### config.mk
export PLATFORM = sky130hd
export DESIGN_NAME = phase_bit_ring_pipe_engine
export DESIGN_NICKNAME = d
export VERILOG_FILES = /design/src/sv/pbr_pkg.sv /design/src/sv/pbr_front.sv /design/src/sv/pbr_back.sv /design/src/sv/phase_bit_ring_pipe_engine.sv
export SDC_FILE = /design/constraint.sdc
export NUM_CORES = 1
export LEC_CHECK = 0
export ABC_AREA = 1
export BUFFER_PORTS_ARGS = -buffer_cell sky130_fd_sc_hd__buf_2
export CORE_ASPECT_RATIO = 0.9
export CORE_MARGIN = 3
export CORE_UTILIZATION = 50
export DETAILED_ROUTE_END_ITERATION = 6
export HOLD_SLACK_MARGIN = 0.03
export PLACE_DENSITY_LB_ADDON = 0.25
export SETUP_SLACK_MARGIN = 0.4
export SYNTH_ARGS = -nofsm -noshare
export SYNTH_HDL_FRONTEND = slang
export SYNTH_HIERARCHICAL = 1
export SYNTH_SLANG_ARGS = --single-unit
export TNS_END_PERCENT = 5
### constraint.sdc
create_clock -name clk -period 16.4 [get_ports clk]
set_input_delay 1.64 -clock clk [delete_from_list [all_inputs] [get_ports clk]]
set_output_delay 1.64 -clock clk [all_outputs]
set_load 0.05 [all_outputs]
### src/sv/pbr_pkg.sv
// Shared types and constants of the phase-bit ring pipe pointer engine.
// Used by the front, the back and the top level; depends on nothing else.
package pbr_pkg;

    localparam int PTR_W   = 16;
    localparam int OFFS_W  = 15;
    localparam int WORDS_W = 14;
    localparam int CIDX_W  = 2;

    localparam logic CMD_LOAD = 1'b0;
    localparam logic CMD_XFER = 1'b1;

    localparam logic DIR_READ  = 1'b0;
    localparam logic DIR_WRITE = 1'b1;

    localparam logic [CIDX_W-1:0] REG_BASE = 2'd0;
    localparam logic [CIDX_W-1:0] REG_RING = 2'd1;
    localparam logic [CIDX_W-1:0] REG_DIR  = 2'd2;

    localparam logic [PTR_W-1:0] PHASE_MASK = 16'h8000;

    typedef struct packed {
        logic             xfer;
        logic [PTR_W-1:0] value;
    } item_t;

    typedef struct packed {
        logic [PTR_W-1:0]  base;
        logic [OFFS_W-1:0] ring_len;
        logic              dir;
    } cfg_t;

endpackage

### src/sv/pbr_front.sv
// Front of the pointer engine: accepts requests, classifies them and queues them.
// Holds a two-entry queue toward the back; depends on pbr_pkg.
module pbr_front
(
    input  logic                     clk,
    input  logic                     rst_n,
    input  logic                     in_valid,
    output logic                     in_ready,
    input  logic                     cmd,
    input  logic [pbr_pkg::PTR_W-1:0] partner_value,
    input  logic [pbr_pkg::PTR_W-1:0] request_bytes,
    output logic                     q_valid,
    output pbr_pkg::item_t           q_item,
    input  logic                     q_pop
);

    pbr_pkg::item_t slot_reg [2];
    pbr_pkg::item_t new_item;
    logic [1:0]     count_reg;
    logic [1:0]     count_next;
    logic           wr_ptr_reg;
    logic           rd_ptr_reg;
    logic           push;

    assign in_ready = (count_reg != 2'd2);
    assign push     = in_valid && in_ready;
    assign q_valid  = (count_reg != 2'd0);
    assign q_item   = slot_reg[rd_ptr_reg];

    // A transfer keeps its length rounded down to even; a load keeps the pointer.
    always_comb
    begin
        new_item.xfer = (cmd == pbr_pkg::CMD_XFER);
        if (cmd == pbr_pkg::CMD_XFER)
        begin
            new_item.value = {request_bytes[pbr_pkg::PTR_W-1:1], 1'b0};
        end
        else
        begin
            new_item.value = partner_value;
        end
    end

    always_comb
    begin
        count_next = count_reg;
        if (push && !q_pop)
        begin
            count_next = count_reg + 2'd1;
        end
        else if (q_pop && !push)
        begin
            count_next = count_reg - 2'd1;
        end
    end

    always_ff @(posedge clk or negedge rst_n)
    begin
        if (!rst_n)
        begin
            count_reg  <= 2'd0;
            wr_ptr_reg <= 1'b0;
            rd_ptr_reg <= 1'b0;
        end
        else
        begin
            count_reg <= count_next;
            if (push)
            begin
                wr_ptr_reg <= ~wr_ptr_reg;
            end
            if (q_pop)
            begin
                rd_ptr_reg <= ~rd_ptr_reg;
            end
        end
    end

    always_ff @(posedge clk)
    begin
        if (push)
        begin
            slot_reg[wr_ptr_reg] <= new_item;
        end
    end

    a_count_range: assert property (@(posedge clk) disable iff (!rst_n)
        count_reg != 2'd3)
        else $error("queue count out of range");

    a_pop_has_item: assert property (@(posedge clk) disable iff (!rst_n)
        q_pop |-> count_reg != 2'd0)
        else $error("queue popped while empty");

    a_ptr_gap: assert property (@(posedge clk) disable iff (!rst_n)
        (count_reg == 2'd1) |-> (wr_ptr_reg != rd_ptr_reg))
        else $error("queue pointers disagree with count");

endmodule

### src/sv/pbr_back.sv
// Back of the pointer engine: serves queued requests one result per cycle while out_ready allows.
// Holds both pointers, the chunk sequencer and the output register; depends on pbr_pkg.
module pbr_back
(
    input  logic                        clk,
    input  logic                        rst_n,
    input  pbr_pkg::cfg_t               cfg,
    input  logic                        q_valid,
    input  pbr_pkg::item_t              q_item,
    output logic                        q_pop,
    output logic                        out_valid,
    input  logic                        out_ready,
    output logic                        is_chunk,
    output logic [pbr_pkg::PTR_W-1:0]   chunk_addr,
    output logic [pbr_pkg::WORDS_W-1:0] chunk_words,
    output logic [pbr_pkg::OFFS_W-1:0]  available,
    output logic [pbr_pkg::PTR_W-1:0]   own_value,
    output logic [pbr_pkg::PTR_W-1:0]   unserved,
    output logic                        notify,
    output logic                        last
);

    typedef enum logic [2:0]
    {
        ST_START = 3'b001,
        ST_NEXT  = 3'b010,
        ST_END   = 3'b100
    } seq_state_t;

    seq_state_t                  state_reg;
    seq_state_t                  state_next;
    logic [pbr_pkg::PTR_W-1:0]   own_reg;
    logic [pbr_pkg::PTR_W-1:0]   partner_reg;
    logic [pbr_pkg::PTR_W-1:0]   len_reg;
    logic                        out_valid_reg;
    logic                        is_chunk_reg;
    logic [pbr_pkg::PTR_W-1:0]   chunk_addr_reg;
    logic [pbr_pkg::WORDS_W-1:0] chunk_words_reg;
    logic [pbr_pkg::PTR_W-1:0]   unserved_reg;
    logic                        notify_reg;
    logic                        last_reg;

    logic                        emit_ok;
    logic                        fire;
    logic [pbr_pkg::PTR_W-1:0]   len_cur;
    logic [pbr_pkg::PTR_W-1:0]   phase;
    logic                        same;
    logic [pbr_pkg::OFFS_W-1:0]  pos;
    logic [pbr_pkg::OFFS_W-1:0]  endp;
    logic                        blocked;
    logic [pbr_pkg::OFFS_W-1:0]  span;
    logic [pbr_pkg::OFFS_W-1:0]  cur_raw;
    logic [pbr_pkg::OFFS_W-1:0]  cur;
    logic [pbr_pkg::PTR_W-1:0]   sum;
    logic                        wrap;
    logic                        do_chunk;
    logic [pbr_pkg::PTR_W-1:0]   own_adv;
    logic [pbr_pkg::OFFS_W-1:0]  avail_add;

    assign emit_ok = !out_valid_reg || out_ready;
    assign fire    = q_valid && emit_ok;
    assign len_cur = (state_reg == ST_START) ? q_item.value : len_reg;

    assign phase = own_reg ^ partner_reg;
    assign same  = !phase[pbr_pkg::PTR_W-1];
    assign pos   = own_reg[pbr_pkg::OFFS_W-1:0];

    always_comb
    begin
        if (cfg.dir == pbr_pkg::DIR_READ)
        begin
            blocked = (phase == '0);
            endp    = same ? partner_reg[pbr_pkg::OFFS_W-1:0] : cfg.ring_len;
        end
        else
        begin
            blocked = (phase == pbr_pkg::PHASE_MASK);
            endp    = same ? cfg.ring_len : partner_reg[pbr_pkg::OFFS_W-1:0];
        end
    end

    assign span    = (endp > pos) ? (endp - pos) : '0;
    assign cur_raw = (len_cur < {1'b0, span}) ? len_cur[pbr_pkg::OFFS_W-1:0] : span;
    assign cur     = {cur_raw[pbr_pkg::OFFS_W-1:1], 1'b0};
    assign sum     = {1'b0, pos} + {1'b0, cur};
    assign wrap    = (sum >= {1'b0, cfg.ring_len});
    assign own_adv = wrap ? {~own_reg[pbr_pkg::PTR_W-1], {pbr_pkg::OFFS_W{1'b0}}}
                          : {own_reg[pbr_pkg::PTR_W-1], sum[pbr_pkg::OFFS_W-1:0]};

    assign do_chunk = q_item.xfer && (state_reg != ST_END) && (len_cur != '0)
                      && !blocked && (cur != '0);

    assign q_pop = fire && !do_chunk;

    always_comb
    begin
        state_next = state_reg;
        if (fire)
        begin
            if (do_chunk)
            begin
                case (state_reg)
                    ST_START: state_next = ST_NEXT;
                    ST_NEXT:  state_next = ST_END;
                    default:  state_next = ST_END;
                endcase
            end
            else
            begin
                state_next = ST_START;
            end
        end
    end

    always_ff @(posedge clk or negedge rst_n)
    begin
        if (!rst_n)
        begin
            state_reg     <= ST_START;
            own_reg       <= '0;
            partner_reg   <= '0;
            out_valid_reg <= 1'b0;
        end
        else
        begin
            state_reg <= state_next;
            if (fire)
            begin
                out_valid_reg <= 1'b1;
                if (!q_item.xfer)
                begin
                    partner_reg <= q_item.value;
                end
                else if (do_chunk)
                begin
                    own_reg <= own_adv;
                end
            end
            else if (out_ready)
            begin
                out_valid_reg <= 1'b0;
            end
        end
    end

    always_ff @(posedge clk)
    begin
        if (fire)
        begin
            if (do_chunk)
            begin
                len_reg         <= len_cur - {1'b0, cur};
                is_chunk_reg    <= 1'b1;
                chunk_addr_reg  <= cfg.base + {2'b00, pos[pbr_pkg::OFFS_W-1:1]};
                chunk_words_reg <= cur[pbr_pkg::OFFS_W-1:1];
                unserved_reg    <= '0;
                notify_reg      <= 1'b0;
                last_reg        <= 1'b0;
            end
            else
            begin
                is_chunk_reg    <= 1'b0;
                chunk_addr_reg  <= '0;
                chunk_words_reg <= '0;
                unserved_reg    <= q_item.xfer ? len_cur : '0;
                notify_reg      <= q_item.xfer && (state_reg != ST_START);
                last_reg        <= 1'b1;
            end
        end
    end

    // The pointers only change when a result is loaded, so the waiting result
    // can read its pointer and fill level straight from them.
    always_comb
    begin
        if (cfg.dir == pbr_pkg::DIR_READ)
        begin
            avail_add = same ? '0 : cfg.ring_len;
        end
        else
        begin
            avail_add = same ? cfg.ring_len : '0;
        end
    end

    assign available = partner_reg[pbr_pkg::OFFS_W-1:0] - pos + avail_add;
    assign own_value   = own_reg;
    assign out_valid   = out_valid_reg;
    assign is_chunk    = is_chunk_reg;
    assign chunk_addr  = chunk_addr_reg;
    assign chunk_words = chunk_words_reg;
    assign unserved    = unserved_reg;
    assign notify      = notify_reg;
    assign last        = last_reg;

    a_chunk_not_last: assert property (@(posedge clk) disable iff (!rst_n)
        out_valid_reg |-> !(is_chunk_reg && (last_reg || notify_reg)))
        else $error("chunk result marked as last or notify");

    a_chunk_words: assert property (@(posedge clk) disable iff (!rst_n)
        (out_valid_reg && is_chunk_reg) |-> (chunk_words_reg != '0))
        else $error("empty chunk emitted");

    a_pop_status: assert property (@(posedge clk) disable iff (!rst_n)
        q_pop |=> (out_valid_reg && last_reg && (state_reg == ST_START)))
        else $error("item retired without a status result");

endmodule

### src/sv/phase_bit_ring_pipe_engine.sv
// Top level of the phase-bit ring pipe pointer engine: configuration registers
// and the front/back pair joined by a request queue; depends on pbr_pkg, pbr_front, pbr_back.
//
//   Channel  Handshake              Payload
//   in       in_valid / in_ready    cmd, partner_value, request_bytes
//   out      out_valid / out_ready  is_chunk, chunk_addr, chunk_words, available,
//                                   own_value, unserved, notify, last
//   cfg      cfg_valid / cfg_ready  cfg_index, cfg_data
//
// The back emits one result per cycle while out_ready allows: a load request
// yields one result, a transfer one to three (up to two chunks, then the status result).
// A two-entry queue sits between front and back, so requests keep arriving
// while the single output register waits on out_ready.
// Reset clears both pointers, the queue and the base; ring size resets to 2, dir to read.
module phase_bit_ring_pipe_engine
(
    input  logic                        clk,
    input  logic                        rst_n,
    input  logic                        in_valid,
    output logic                        in_ready,
    input  logic                        cmd,
    input  logic [pbr_pkg::PTR_W-1:0]   partner_value,
    input  logic [pbr_pkg::PTR_W-1:0]   request_bytes,
    output logic                        out_valid,
    input  logic                        out_ready,
    output logic                        is_chunk,
    output logic [pbr_pkg::PTR_W-1:0]   chunk_addr,
    output logic [pbr_pkg::WORDS_W-1:0] chunk_words,
    output logic [pbr_pkg::OFFS_W-1:0]  available,
    output logic [pbr_pkg::PTR_W-1:0]   own_value,
    output logic [pbr_pkg::PTR_W-1:0]   unserved,
    output logic                        notify,
    output logic                        last,
    input  logic                        cfg_valid,
    output logic                        cfg_ready,
    input  logic [pbr_pkg::CIDX_W-1:0]  cfg_index,
    input  logic [pbr_pkg::PTR_W-1:0]   cfg_data
);

    logic [pbr_pkg::PTR_W-1:0]  base_reg;
    logic [pbr_pkg::OFFS_W-1:0] ring_reg;
    logic                       dir_reg;
    logic [pbr_pkg::OFFS_W-1:0] ring_even;
    pbr_pkg::cfg_t              cfg;
    logic                       q_valid;
    pbr_pkg::item_t             q_item;
    logic                       q_pop;

    assign cfg_ready = 1'b1;

    always_ff @(posedge clk or negedge rst_n)
    begin
        if (!rst_n)
        begin
            base_reg <= '0;
            ring_reg <= 15'd2;
            dir_reg  <= pbr_pkg::DIR_READ;
        end
        else if (cfg_valid)
        begin
            case (cfg_index)
                pbr_pkg::REG_BASE: base_reg <= cfg_data;
                pbr_pkg::REG_RING: ring_reg <= cfg_data[pbr_pkg::OFFS_W-1:0];
                pbr_pkg::REG_DIR:  dir_reg  <= cfg_data[0];
                default:           ;
            endcase
        end
    end

    // An odd size is rounded down; a size that rounds to zero counts as two bytes.
    assign ring_even    = {ring_reg[pbr_pkg::OFFS_W-1:1], 1'b0};
    assign cfg.base     = base_reg;
    assign cfg.ring_len = (ring_even == '0) ? 15'd2 : ring_even;
    assign cfg.dir      = dir_reg;

    pbr_front u_front
    (
        .clk           (clk),
        .rst_n         (rst_n),
        .in_valid      (in_valid),
        .in_ready      (in_ready),
        .cmd           (cmd),
        .partner_value (partner_value),
        .request_bytes (request_bytes),
        .q_valid       (q_valid),
        .q_item        (q_item),
        .q_pop         (q_pop)
    );

    pbr_back u_back
    (
        .clk         (clk),
        .rst_n       (rst_n),
        .cfg         (cfg),
        .q_valid     (q_valid),
        .q_item      (q_item),
        .q_pop       (q_pop),
        .out_valid   (out_valid),
        .out_ready   (out_ready),
        .is_chunk    (is_chunk),
        .chunk_addr  (chunk_addr),
        .chunk_words (chunk_words),
        .available   (available),
        .own_value   (own_value),
        .unserved    (unserved),
        .notify      (notify),
        .last        (last)
    );

endmodule

Word level (Yosys, flattened, before mapping)
Memories as Yosys holds them, arrays and structs flattened.
Index checks and enable logic that the tools add are counted.

cells by class
  add/subtract/negate cells = 8
  multiply operators = 0
  divide/modulo/power cells = 0
  order comparisons = 3
  equality and inequality tests = 7
  shift-type cells = 0
  muxes and demuxes = 23
  bitwise operators = 5
  reduce and logical (&&, ||, !) cells = 32

operator list
  cell                                          count
  2-to-1 mux 15 bit                             10
  2-to-1 mux 16 bit                             2
  subtractor 15 bit                             2
  adder 15 x 15 -> 16 bit                       1
  adder 16 x 14 -> 16 bit                       1
  equality test 16 bit (second input constant)  1
  greater-or-equal comparator 16 x 15 -> 1 bit  1
  zero test 16 bit                              1
  < comparator 16 x 15 -> 1 bit                 1
  nonzero test 16 bit                           1
  subtractor 16 x 15 -> 16 bit                  1
  bitwise XOR 16 bit                            1
  adder 15 bit                                  1
  > comparator 15 bit                           1
  zero test 15 bit                              1
  nonzero test 15 bit                           1
  logical AND 1 bit                             10
  AND reduction 2 bit                           5
  2-to-1 mux 1 bit                              7
  2-to-1 mux 3 bit                              2
  nonzero test 2 bit                            3
  zero test 1 bit                               5
  2-to-1 mux 2 bit                              2
  NOT 1 bit                                     4
  other kinds (13)                              13

word-level totals
  register bits after elaboration = 137
  latch bits = 0
  RAM bits = 34
  ROM bits = 0
  input bits = 56
  output and inout bits = 83
  memories kept = 1

memories
  name              depth  width  read ports  clocked after memory_dff  write ports  RTL line         RTL
  u_front.slot_reg  2      17     1           0                         1            pbr_front.sv:17  pbr_pkg::item_t slot_reg [2];

Depth between registers and ports, before layout
Gate-level depths: netlist of the first run.

  depth after elaboration = 15
  gate-level depth with buffers = 57
  mapped depth without buffers = 52

Cells and area by module
The synthesis of the first run kept the hierarchy.

modules (own cells, without submodules)
  module                      instances  cells each  area an instance (µm²)
  pbr_back                    1          1149        9152.5
  pbr_front                   1          98          1724.2
  phase_bit_ring_pipe_engine  1          150         1440.1

Worst setup path before layout of the first run
Ideal clock, no wire load.

  kind = register -> register
  start point = reg u_back.own_reg (netlist bit u_back/own_value[15])
  end point = reg u_back.own_reg (netlist bit u_back/own_value[15])
  library setup time = 0.071 ns
  arrival time = 7.362 ns
  slack = 8.967 ns
  cell stages (with the launch flop) = 51
  clock period less this slack = 7.433 ns
  cell sequence = dfrtp_1 -> nand2_1 -> nand3_1 -> nand2_1 -> inv_1 -> clkbuf_1 -> clkbuf_1 -> nand2_1 -> o21ai_0 -> ha_1 -> nand2_1 -> inv_1 -> a21oi_1 -> nand2_1 -> a21boi_0 -> o21bai_1 -> a21oi_1 -> nor2_1 -> [15 not listed] -> nand2_1 -> a21oi_1 -> nor2_1 -> nor2_1 -> o21ai_0 -> xor2_1 -> inv_1 -> ha_1 -> nand4_1 -> o221ai_1 -> nand3_1 -> nand2_1 -> nand2_1 -> nand3_1 -> o21bai_1 -> clkbuf_1 -> nand4_1 -> nand2_1

between the ends
  word-level cells in the longest chain between the ends = 10
  elaborated cells between the ends (all ways) = 20
  those cells by class = add/sub (2); order compare (3); eq/ne (1); mux (6); bitwise (2); reduce/logical (6)

RTL lines
  item                                                                                      RTL line                        RTL
  start: declaration                                                                        pbr_back.sv:32                  logic [pbr_pkg::PTR_W-1:0] own_reg;
  start signal: assignment                                                                  pbr_back.sv:136                 own_reg <= own_adv;
  bitwise XOR 16 bit (*)                                                                    pbr_back.sv:64                  assign phase = own_reg ^ partner_reg;
  2-to-1 mux 15 bit (on tied branches)                                                      pbr_back.sv:73, pbr_back.sv:78
  2-to-1 mux 15 bit (*)                                                                     pbr_back.sv:70                  if (cfg.dir == pbr_pkg::DIR_READ)
  subtractor 15 bit / > comparator 15 bit (equally long branches)                           pbr_back.sv:82                  assign span = (endp > pos) ? (endp - pos) : '0;
  2-to-1 mux 15 bit (*)                                                                     pbr_back.sv:82
  < comparator 16 x 15 -> 1 bit                                                             pbr_back.sv:83                  assign cur_raw = (len_cur < {1'b0, span}) ? len_cur[pbr_pkg::OFFS_W-1:0] : span;
  2-to-1 mux 15 bit (*)                                                                     pbr_back.sv:83
  net u_back.cur_raw, one bit                                                               pbr_back.sv:52                  logic [pbr_pkg::OFFS_W-1:0] cur_raw;
  adder 15 x 15 -> 16 bit / nonzero test 15 bit (equally long branches)                     pbr_back.sv:85, pbr_back.sv:91
  greater-or-equal comparator 16 x 15 -> 1 bit / logical AND 1 bit (equally long branches)  pbr_back.sv:86, pbr_back.sv:91
  AND reduction 4 bit (no line) (*)                                                         n/a

The timed path passes the listed nets; every way through them passes the cells marked *.
A chain may end at the register's enable or synchronous reset.

Worst setup path in the final report of the first run
  start point = reg u_back.own_reg (netlist bit u_back/own_value[15])
  end point = reg u_back.own_reg (netlist bit u_back/own_value[3])

between the ends
  word-level cells in the longest chain between the ends = 10
  elaborated cells between the ends (all ways) = 20
  those cells by class = add/sub (2); order compare (3); eq/ne (1); mux (7); bitwise (1); reduce/logical (6)

RTL lines
  item                                                                                      RTL line
  bitwise XOR 16 bit (*)                                                                    pbr_back.sv:64
  2-to-1 mux 15 bit (on tied branches)                                                      pbr_back.sv:73, pbr_back.sv:78
  2-to-1 mux 15 bit (*)                                                                     pbr_back.sv:70
  subtractor 15 bit / > comparator 15 bit (equally long branches)                           pbr_back.sv:82
  2-to-1 mux 15 bit (*)                                                                     pbr_back.sv:82
  < comparator 16 x 15 -> 1 bit                                                             pbr_back.sv:83
  2-to-1 mux 15 bit (*)                                                                     pbr_back.sv:83
  net u_back.cur_raw, one bit                                                               pbr_back.sv:52
  adder 15 x 15 -> 16 bit / nonzero test 15 bit (equally long branches)                     pbr_back.sv:85, pbr_back.sv:91
  greater-or-equal comparator 16 x 15 -> 1 bit / logical AND 1 bit (equally long branches)  pbr_back.sv:86, pbr_back.sv:91
  2-to-1 mux 15 bit / AND reduction 3 bit (equally long branches)                           n/a

Marked as above.

==> impl_metrics.yaml, run 1 <==
job:
  max-cap-violations: 0
critical_path:
  critPathRequiredTime_ps: 16770
  max_stage_delay_ps: 640
  r2r_start: "u_back/own_value[15]"
  cp-startpoint: "u_back/own_value[15]"
  r2r_slack_ps: 7410
  reg2reg_depth: 49
  r2r_end: "u_back/own_value[3]"
  worstPathArrival_ps: 9350
  cpMostUsedCell: "nand2_1"
  slowest_stage: "inv_1"
  end_kind: "flip-flop"
  path_class: "reg2reg"
  crit_fanout: 29
  start_kind: "flip-flop"
synthesis:
  ys_warn_count: 6
  synth_ff_type: "edfxtp_1"
  synth_cell_type_count: 54
  async_flop_share_pct: 41.4
  synth_sequential_area_ratio_pct: 38.4
  yosysTopAreaCellShare_pct: 24.1
  synth_edf_count: 99
  syn_inst: 1397
  synth_seq_cells: 169
  synthTopCellsByArea: "edfxtp_1 24%, dfrtp_1 14%, ha_1 12%"
  synth_top_cell_by_area: "edfxtp_1"
  netlist_area_um2: 12300
  avgSynthCellArea_um2: 8.82
placement:
  port_buffers: 135
  detailed_place_hpwl_um: 24400
  gp_congestion: 0.911
  pre_cts_slack_ps: 7640
route:
  detail_route.vias_per_cell: 5.34
  vias: 9758
  drcViolationCount: 2
  drt-initial-drc-count: 868
  wl_per_cell_um: 17.6
  totalWireLength_um: 32200
  first_pass_iters: 7
  final_antenna_net_count: 0
timing:
  slew_headroom_pct: 19.8
  fin_crit_sh_pct: 54.8
  slew_violations: 0
  fin_crit_ps: 8990
  fin_ws_ps: 7410
  setup_tns_ps: 0
  worst_slew_pin_slew_ps: 1200
  skew_ps: 8.55
  fmax_mhz: 111
  holdWs_ps: 493
  hold_viol: 0
  finalSetupViolCount: 0
  rsz0062_at_grt: "no"
floorplan:
  die_h_um: 155
  start_util_pct: 51.7
  num_rows: 53
  fp.dieW_um: 171
  dieArea_um2: 26600
  coreArea_um2: 23800
  io_pins: 139
hold_path:
  holdCritStartpoint: "base_reg[4]"
  hold_path_class: "reg2reg"
  holdPathEnd: "base_reg[4]"
  holdPathStages: 2
status:
  failed_checks: "DRC"
  status: "finished, violations left"
global_routing:
  grt_max_degree: 71
  antenna_found_initial: 0
  grt_pass1_wl_um: 50300
  track_usage_pct: 24.6
  grt_pass1_vias: 9402
  grt_remaining_overflow: 0
final_layout:
  area_growth_pct: 11.4
  drive_gt1_share_pct: 21.0
  largest_register_ffs: 34
  fin_nets: 1702
  antennaDiodeCount: 0
clocking:
  cts_hold_buf: 0
  path_clk_slew_ps: 70
  htree_levels: 4
  clock-root-buffer: "clkbuf_16"
  postCtsSetupBuffers: 0
  clock_path_buffers: 2
  ctsResizeCount: 0
  cts.sinks: 169
  clk_latency_ps: 430
  cts_buffers: 17
  tritoncts: "built"
==> stage by stage <==
stage	cells	area (um2)	util, %
2_1_floorplan	1400	12300	-
3_3_place_gp	1797	13100	55.0
3_5_place_dp	1797	13100	55.0
4_1_cts	1829	13700	57.6
5_1_grt	1829	13700	57.6
6_report	1829	13700	57.6
==> cell families (layout without fill, tap and decap cells) <==
group / count (synthesis) / count (layout) / share of synthesized area (%)
and+or+nand+nor: 539 / 539 / 20.3
xor gates and xnor gates: 57 / 57 / 4.05
DFF: 169 / 169 / 38.4
other: 4 / 7 / 0.122
AOI/OAI and AO/OA: 195 / 195 / 9.68
adders and majority gates: 132 / 132 / 14.5
buffers and inverters: 269 / 396 / 9.51
muxes: 32 / 32 / 3.47
==> area by class of cell <==
type,instances,area (um2)
Clock buffer,19,433
Clock inverter,13,190
Fill cell,2182,10100
Inverter,223,837
Multi-Input combinational cell,962,6430
Sequential cell,169,4730
Tap cell,302,378
Timing Repair Buffer,141,721
==> cell usage after synthesis, types with 21 or more instances <==
cell	instances
a21oi_1	82
clkbuf_1	21
dfrtp_1	68
edfxtp_1	99
ha_1	114
inv_1	217
nand2_1	247
nand2_2	27
nand3_1	54
nor2_1	135
o21ai_0	44
o21ai_2	35
xor2_1	40
==> worst max-delay path: cells and delay by family, from the launching register on <==
| family | cells | cell delay, ps |
|---|---|---|
| buffers and inverters | 5 | 1130 |
| flip-flops | 1 | 440 |
| adder cells (fa/ha/maj) | 5 | 1570 |
| XOR/XNOR | 1 | 210 |
| AND/OR/NAND/NOR | 28 | 3590 |
| AO/OA/AOI/OAI | 10 | 1980 |
==> worst max path at each step <==
stage,end
6_report,u_back/own_value[3]
5_1_grt,u_back/own_value[15]
4_1_cts,u_back/own_value[15]
3_5_place_dp,u_back/own_value[15]
3_3_place_gp,u_back/own_value[15]
2_1_floorplan,u_back/own_value[15]
==> metal layers <==
layer | track usage, % | vias up | share of wire (%)
li1 | - | 4732 | -
met1 | 36.3 | 4636 | 45
met2 | 36.8 | 343 | 44
met3 | 4.29 | 47 | 7.8
met4 | 8.08 | 0 | 2.4
met5 | 0 | - | 0
==> placed cells by master (no fill, tap or decap), types with 3 or more instances in the layout <==
master,n
conb_1,7
nor2_1,135
clkinvlp_4,3
nor3_1,4
fa_1,18
a21oi_1,82
mux2_4,18
mux2_2,14
inv_1,216
edfxtp_1,99
o21ai_0,44
or2_2,12
nor2_4,14
nand2_4,12
or2_1,6
bufinv_16,4
o21bai_1,10
ha_1,114
nand2_2,27
a21o_1,4
o21ai_2,35
clkbuf_16,17
nor2_2,4
xor2_1,40
inv_2,7
nor4_1,4
buf_2,135
nand3_1,54
nand2_1,247
inv_6,5
dfrtp_1,68
buf_4,6
o21ai_1,7
a211oi_1,3
xnor2_1,17
nand4_1,12
a31oi_1,3
Power of run 1 is not shown: default switching activity piles up to over one toggle a cycle in this logic, so the estimate is an artifact.
==> run 2, diff against run 1 <==
clock period = 8.5 ns   (was 16.4 ns; I/O delays follow)
==> run 2 against run 1 <==
Effect of this change: the flow now finishes without violations; clock skew increased by 6.1 ps; register-to-register slack got worse by 6500 ps; via count decreased by 0.22%; critical endpoint is now u_back/own_value[15]; non-clock buffer count increased by 23; critical path depth unchanged; worst setup slack got worse by 6500 ps; final cell count increased by 1.3%; sequential share of layout area decreased by 0.55 points; highest routed layer unchanged.
==> impl_metrics.yaml, run 2 (synthesized netlist as in run 1, its figures left out) <==
status:
  status: "finished, final reports clean"
floorplan:
  fp.dieW_um: 171
  start_util_pct: 51.7
  io_pins: 139
  dieArea_um2: 26600
  coreArea_um2: 23800
  num_rows: 53
  die_h_um: 155
placement:
  gp_congestion: 0.921
  detailed_place_hpwl_um: 25200
  port_buffers: 135
timing:
  fin_crit_ps: 7600
  hold_viol: 0
  fin_crit_sh_pct: 89.4
  setup_tns_ps: 0
  rsz0062_at_grt: "no"
  finalSetupViolCount: 0
  skew_ps: 14.6
  fmax_mhz: 132
  slew_headroom_pct: 22.3
  slew_violations: 0
  worst_slew_pin_slew_ps: 1160
clocking:
  clock_path_buffers: 2
  cts_buffers: 17
  clk_latency_ps: 440
  cts.sinks: 169
  clock-root-buffer: "clkbuf_16"
  htree_levels: 4
  path_clk_slew_ps: 80
  tritoncts: "built"
final_layout:
  mostFrequentLayoutCells: "246 x nand2_1, 216 x inv_1, 135 x buf_2"
  area_growth_pct: 13.2
  drive_gt1_share_pct: 23.1
  antennaDiodeCount: 0
  nFillCells: 2148
  multi_input_area_um2: 6490
  regArea_um2: 4730
  fin_nets: 1725
  final_common_cell: "nand2_1"
  largest_register_ffs: 34
route:
  first_pass_iters: 5
  vias: 9737
  detail_route.vias_per_cell: 5.26
  final_antenna_net_count: 0
  drcViolationCount: 0
  totalWireLength_um: 33000
  drt-initial-drc-count: 888
  wl_per_cell_um: 17.8
critical_path:
  cpMostUsedCell: "nand2_1"
  slowest_stage: "dfrtp_1"
  critPathRequiredTime_ps: 8830
  worstPathArrival_ps: 7930
  end_kind: "flip-flop"
  max_stage_delay_ps: 410
  start_kind: "flip-flop"
  path_class: "reg2reg"
  crit_fanout: 14
global_routing:
  grt_remaining_overflow: 0
  track_usage_pct: 25.5
  grt_pass1_wl_um: 51900
  antenna_found_initial: 0
  grt_pass1_vias: 9363
  grt_max_degree: 71
job:
  max-cap-violations: 0
hold_path:
  hold_path_class: "reg2reg"
-- run 2: changes by cell type in the layout (fill, tap and decap cells not counted), moves of 4 or more --
cell and change:
buf_4 +22, clkinv_8 +4, bufinv_16 -4, inv_8 +5
-- run 2: layout make-up --
type,instances,share of cell area (%)
multi-input cells,962,46.6
flip-flops and latches,169,33.9
repair buffers,164,6.50
inverters,223,6.04
clock buffers,17,3.05
well taps,302,2.71
clock inverters,15,1.24
-- run 2: worst paths after layout --
check                                       startpoint                    to  slack, ps  cells after the start
worst max-delay path            u_back/partner_reg[15]  u_back/own_value[15]        900                     49
worst min-delay path                       ring_reg[1]           ring_reg[1]        490                      2
worst max register to register  u_back/partner_reg[15]  u_back/own_value[15]        900                     49
worst min register to register             ring_reg[1]           ring_reg[1]        490                      2
max in group asynchronous                        rst_n  u_back/own_value[15]       7160                      2
min in group asynchronous                        rst_n  u_back/own_value[11]        640                      2
-- run 2: metal layers --
| layer | vias to the layer above | track usage, % | routed length [um] |
|---|---|---|---|
| li1 | 4783 | - | - |
| met1 | 4605 | 38.0 | 15500 |
| met2 | 302 | 37.8 | 14500 |
| met3 | 47 | 5.16 | 2320 |
| met4 | 0 | 7.01 | 737 |
| met5 | - | 0 | 0 |
-- run 2: metrics by stage --
| step | util, % | worst slack [ps] | cell area, um2 | std cells | hold slack [ps] |
|---|---|---|---|---|---|
| finish | 58.6 | 899 | 13900 | 1852 | 489 |
| global route | 58.6 | 335 | 13900 | 1852 | 510 |
| CTS | 58.2 | 723 | 13900 | 1849 | 492 |
| detailed placement | 55.7 | 780 | 13300 | 1817 | 473 |
| global placement | 55.7 | 911 | 13300 | 1817 | 469 |
| floorplan | - | 1070 | 12300 | 1400 | 453 |
-- run 2: critical path, delay by kind of cell, from the launching register on --
family	cells	cell delay [ps]
xor gates and xnor gates	1	220
DFF	1	410
and+or+nand+nor	27	3030
buffers and inverters	7	770
AOI/OAI and AO/OA	9	1400
adders and majority gates	5	1630
-- run 2: timing repair --
action                                  CTS  global route
endpoints found under the setup margin    0            14
gates resized for setup                   0            17
hold buffers                              0             0
buffers inserted                          0             3
Power of run 2 is left out for the same reason.
==> run 3, diff against run 2 <==
CELL_PAD_IN_SITES_DETAIL_PLACEMENT = 1   (was default)
CELL_PAD_IN_SITES_GLOBAL_PLACEMENT = 1   (was default)
CORE_UTILIZATION = 46   (was 50)
==> run 3 against run 2 <==
Effect of this change: flip-flop and latch count unchanged; global-route usage up 1.1 points; worst hold slack better by 3.0 ps; largest cell class unchanged.
==> impl_metrics.yaml, run 3 (synthesized netlist as in run 1, its figures left out) <==
status:
  status: "finished, final reports clean"
route:
  detail_route.vias_per_cell: 5.41
  final_antenna_net_count: 0
  vias: 10300
  drcViolationCount: 0
  wl_per_cell_um: 20.5
  totalWireLength_um: 39100
  first_pass_iters: 5
  drt-initial-drc-count: 833
critical_path:
  start_kind: "flip-flop"
  critPathRequiredTime_ps: 8880
  end_kind: "flip-flop"
  max_stage_delay_ps: 450
  cpMostUsedCell: "nand2_1"
  worstPathArrival_ps: 8220
  path_class: "reg2reg"
  slowest_stage: "dfrtp_1"
  crit_fanout: 15
final_layout:
  antennaDiodeCount: 0
  final_util_pct: 54.3
  final_common_cell: "nand2_1"
  nFillCells: 3136
  stdcell_count: 1913
  area_growth_pct: 15.5
  fin_nets: 1740
  drive_gt1_share_pct: 25.0
  largest_register_ffs: 34
  mostFrequentLayoutCells: "242 x nand2_1, 213 x inv_1, 135 x buf_2"
clocking:
  clock-root-buffer: "clkbuf_16"
  tritoncts: "built"
  cts_hold_buf: 0
  clk_latency_ps: 450
  path_clk_slew_ps: 80
  clock_path_buffers: 2
  cts_buffers: 17
  cts.sinks: 169
  htree_levels: 4
job:
  max-cap-violations: 0
floorplan:
  start_util_pct: 47.0
  io_pins: 139
  die_h_um: 161
  dieArea_um2: 28800
  fp.dieW_um: 178
  coreArea_um2: 26200
  num_rows: 56
timing:
  fin_crit_ps: 7840
  fmax_mhz: 128
  skew_ps: 10.1
  finalSetupViolCount: 0
  slew_violations: 0
  hold_viol: 0
  fin_crit_sh_pct: 92.2
  worst_slew_pin_slew_ps: 1060
  setup_tns_ps: 0
  slew_headroom_pct: 29.3
  rsz0062_at_grt: "no"
placement:
  dp.cells: 1862
  gp_congestion: 0.930
  port_buffers: 135
  detailed_place_hpwl_um: 28600
global_routing:
  track_usage_pct: 26.5
  grt_pass1_wl_um: 58000
  grt_remaining_overflow: 0
  antenna_found_initial: 0
  grt_pass1_vias: 10500
  grt_max_degree: 71
hold_path:
  hold_path_class: "reg2reg"
## run 3: changes by cell type in the layout (fill, tap and decap cells not counted), moves of 2 or more
cell     previous run  this run
inv_12              0         2
inv_2               6         9
nor2_2              6        10
o21ai_0            44        40
nand2_1           246       242
nand2_2            28        31
buf_4              28        40
o21ai_1             6         9
inv_1             216       213
nor2_1            133       128
inv_8               5         3
## run 3: cell type report
class	count	area, um2	share of cell area [%]
flip-flops and latches	169	4730	33.2
clock inverters	15	191	1.35
repair buffers	178	1040	7.32
repair inverters	1	5.00	0.0352
well taps	348	435	3.06
multi-input cells	962	6560	46.1
clock buffers	17	425	2.99
inverters	223	842	5.92
## run 3: through the flow
step / cell area, um2 / hold slack, ps / setup WS (ps)
CTS: 13900 / 494 / 476
global route: 14200 / 521 / 222
global placement: 13300 / 469 / 803
detailed placement: 13300 / 480 / 495
floorplan: 12300 / 453 / 1070
finish: 14200 / 492 / 662
## run 3: critical path, delay by kind of cell, from the launching register on
| family | cells | cell delay (ps) |
|---|---|---|
| compound gates | 7 | 1320 |
| xor+xnor | 1 | 210 |
| fa+ha+maj | 5 | 1590 |
| buf+inv | 12 | 1430 |
| flops | 1 | 450 |
| simple gates | 29 | 2770 |
## run 3: what timing repair did
action	in CTS	in global routing
gates resized for setup	2	44
setup buffers	0	17
endpoints found under the setup margin	2	15
pin swaps	0	16
gates cloned	0	2
endpoints found under the hold margin	0	0
## run 3: routing by layer
metal  up-vias  wire [um]  track usage (%)
met4         0        943             7.54
met2       356      18700             43.5
met5         -          0                0
li1       4825          -                -
met1      5095      17000             36.8
met3        69       2440             3.64
## run 3: worst paths after layout
kind                              from              endpoint  slack [ps]  cells past startpoint
max                            dir_reg   u_back/own_value[3]         660                     54
min                        ring_reg[1]           ring_reg[1]         490                      2
max reg2reg                    dir_reg   u_back/own_value[3]         660                     54
min reg2reg                ring_reg[1]           ring_reg[1]         490                      2
max in group asynchronous        rst_n  u_back/own_value[15]        7130                      2
min in group asynchronous        rst_n  u_back/own_value[11]         640                      2
Power of run 3 is left out for the same reason.
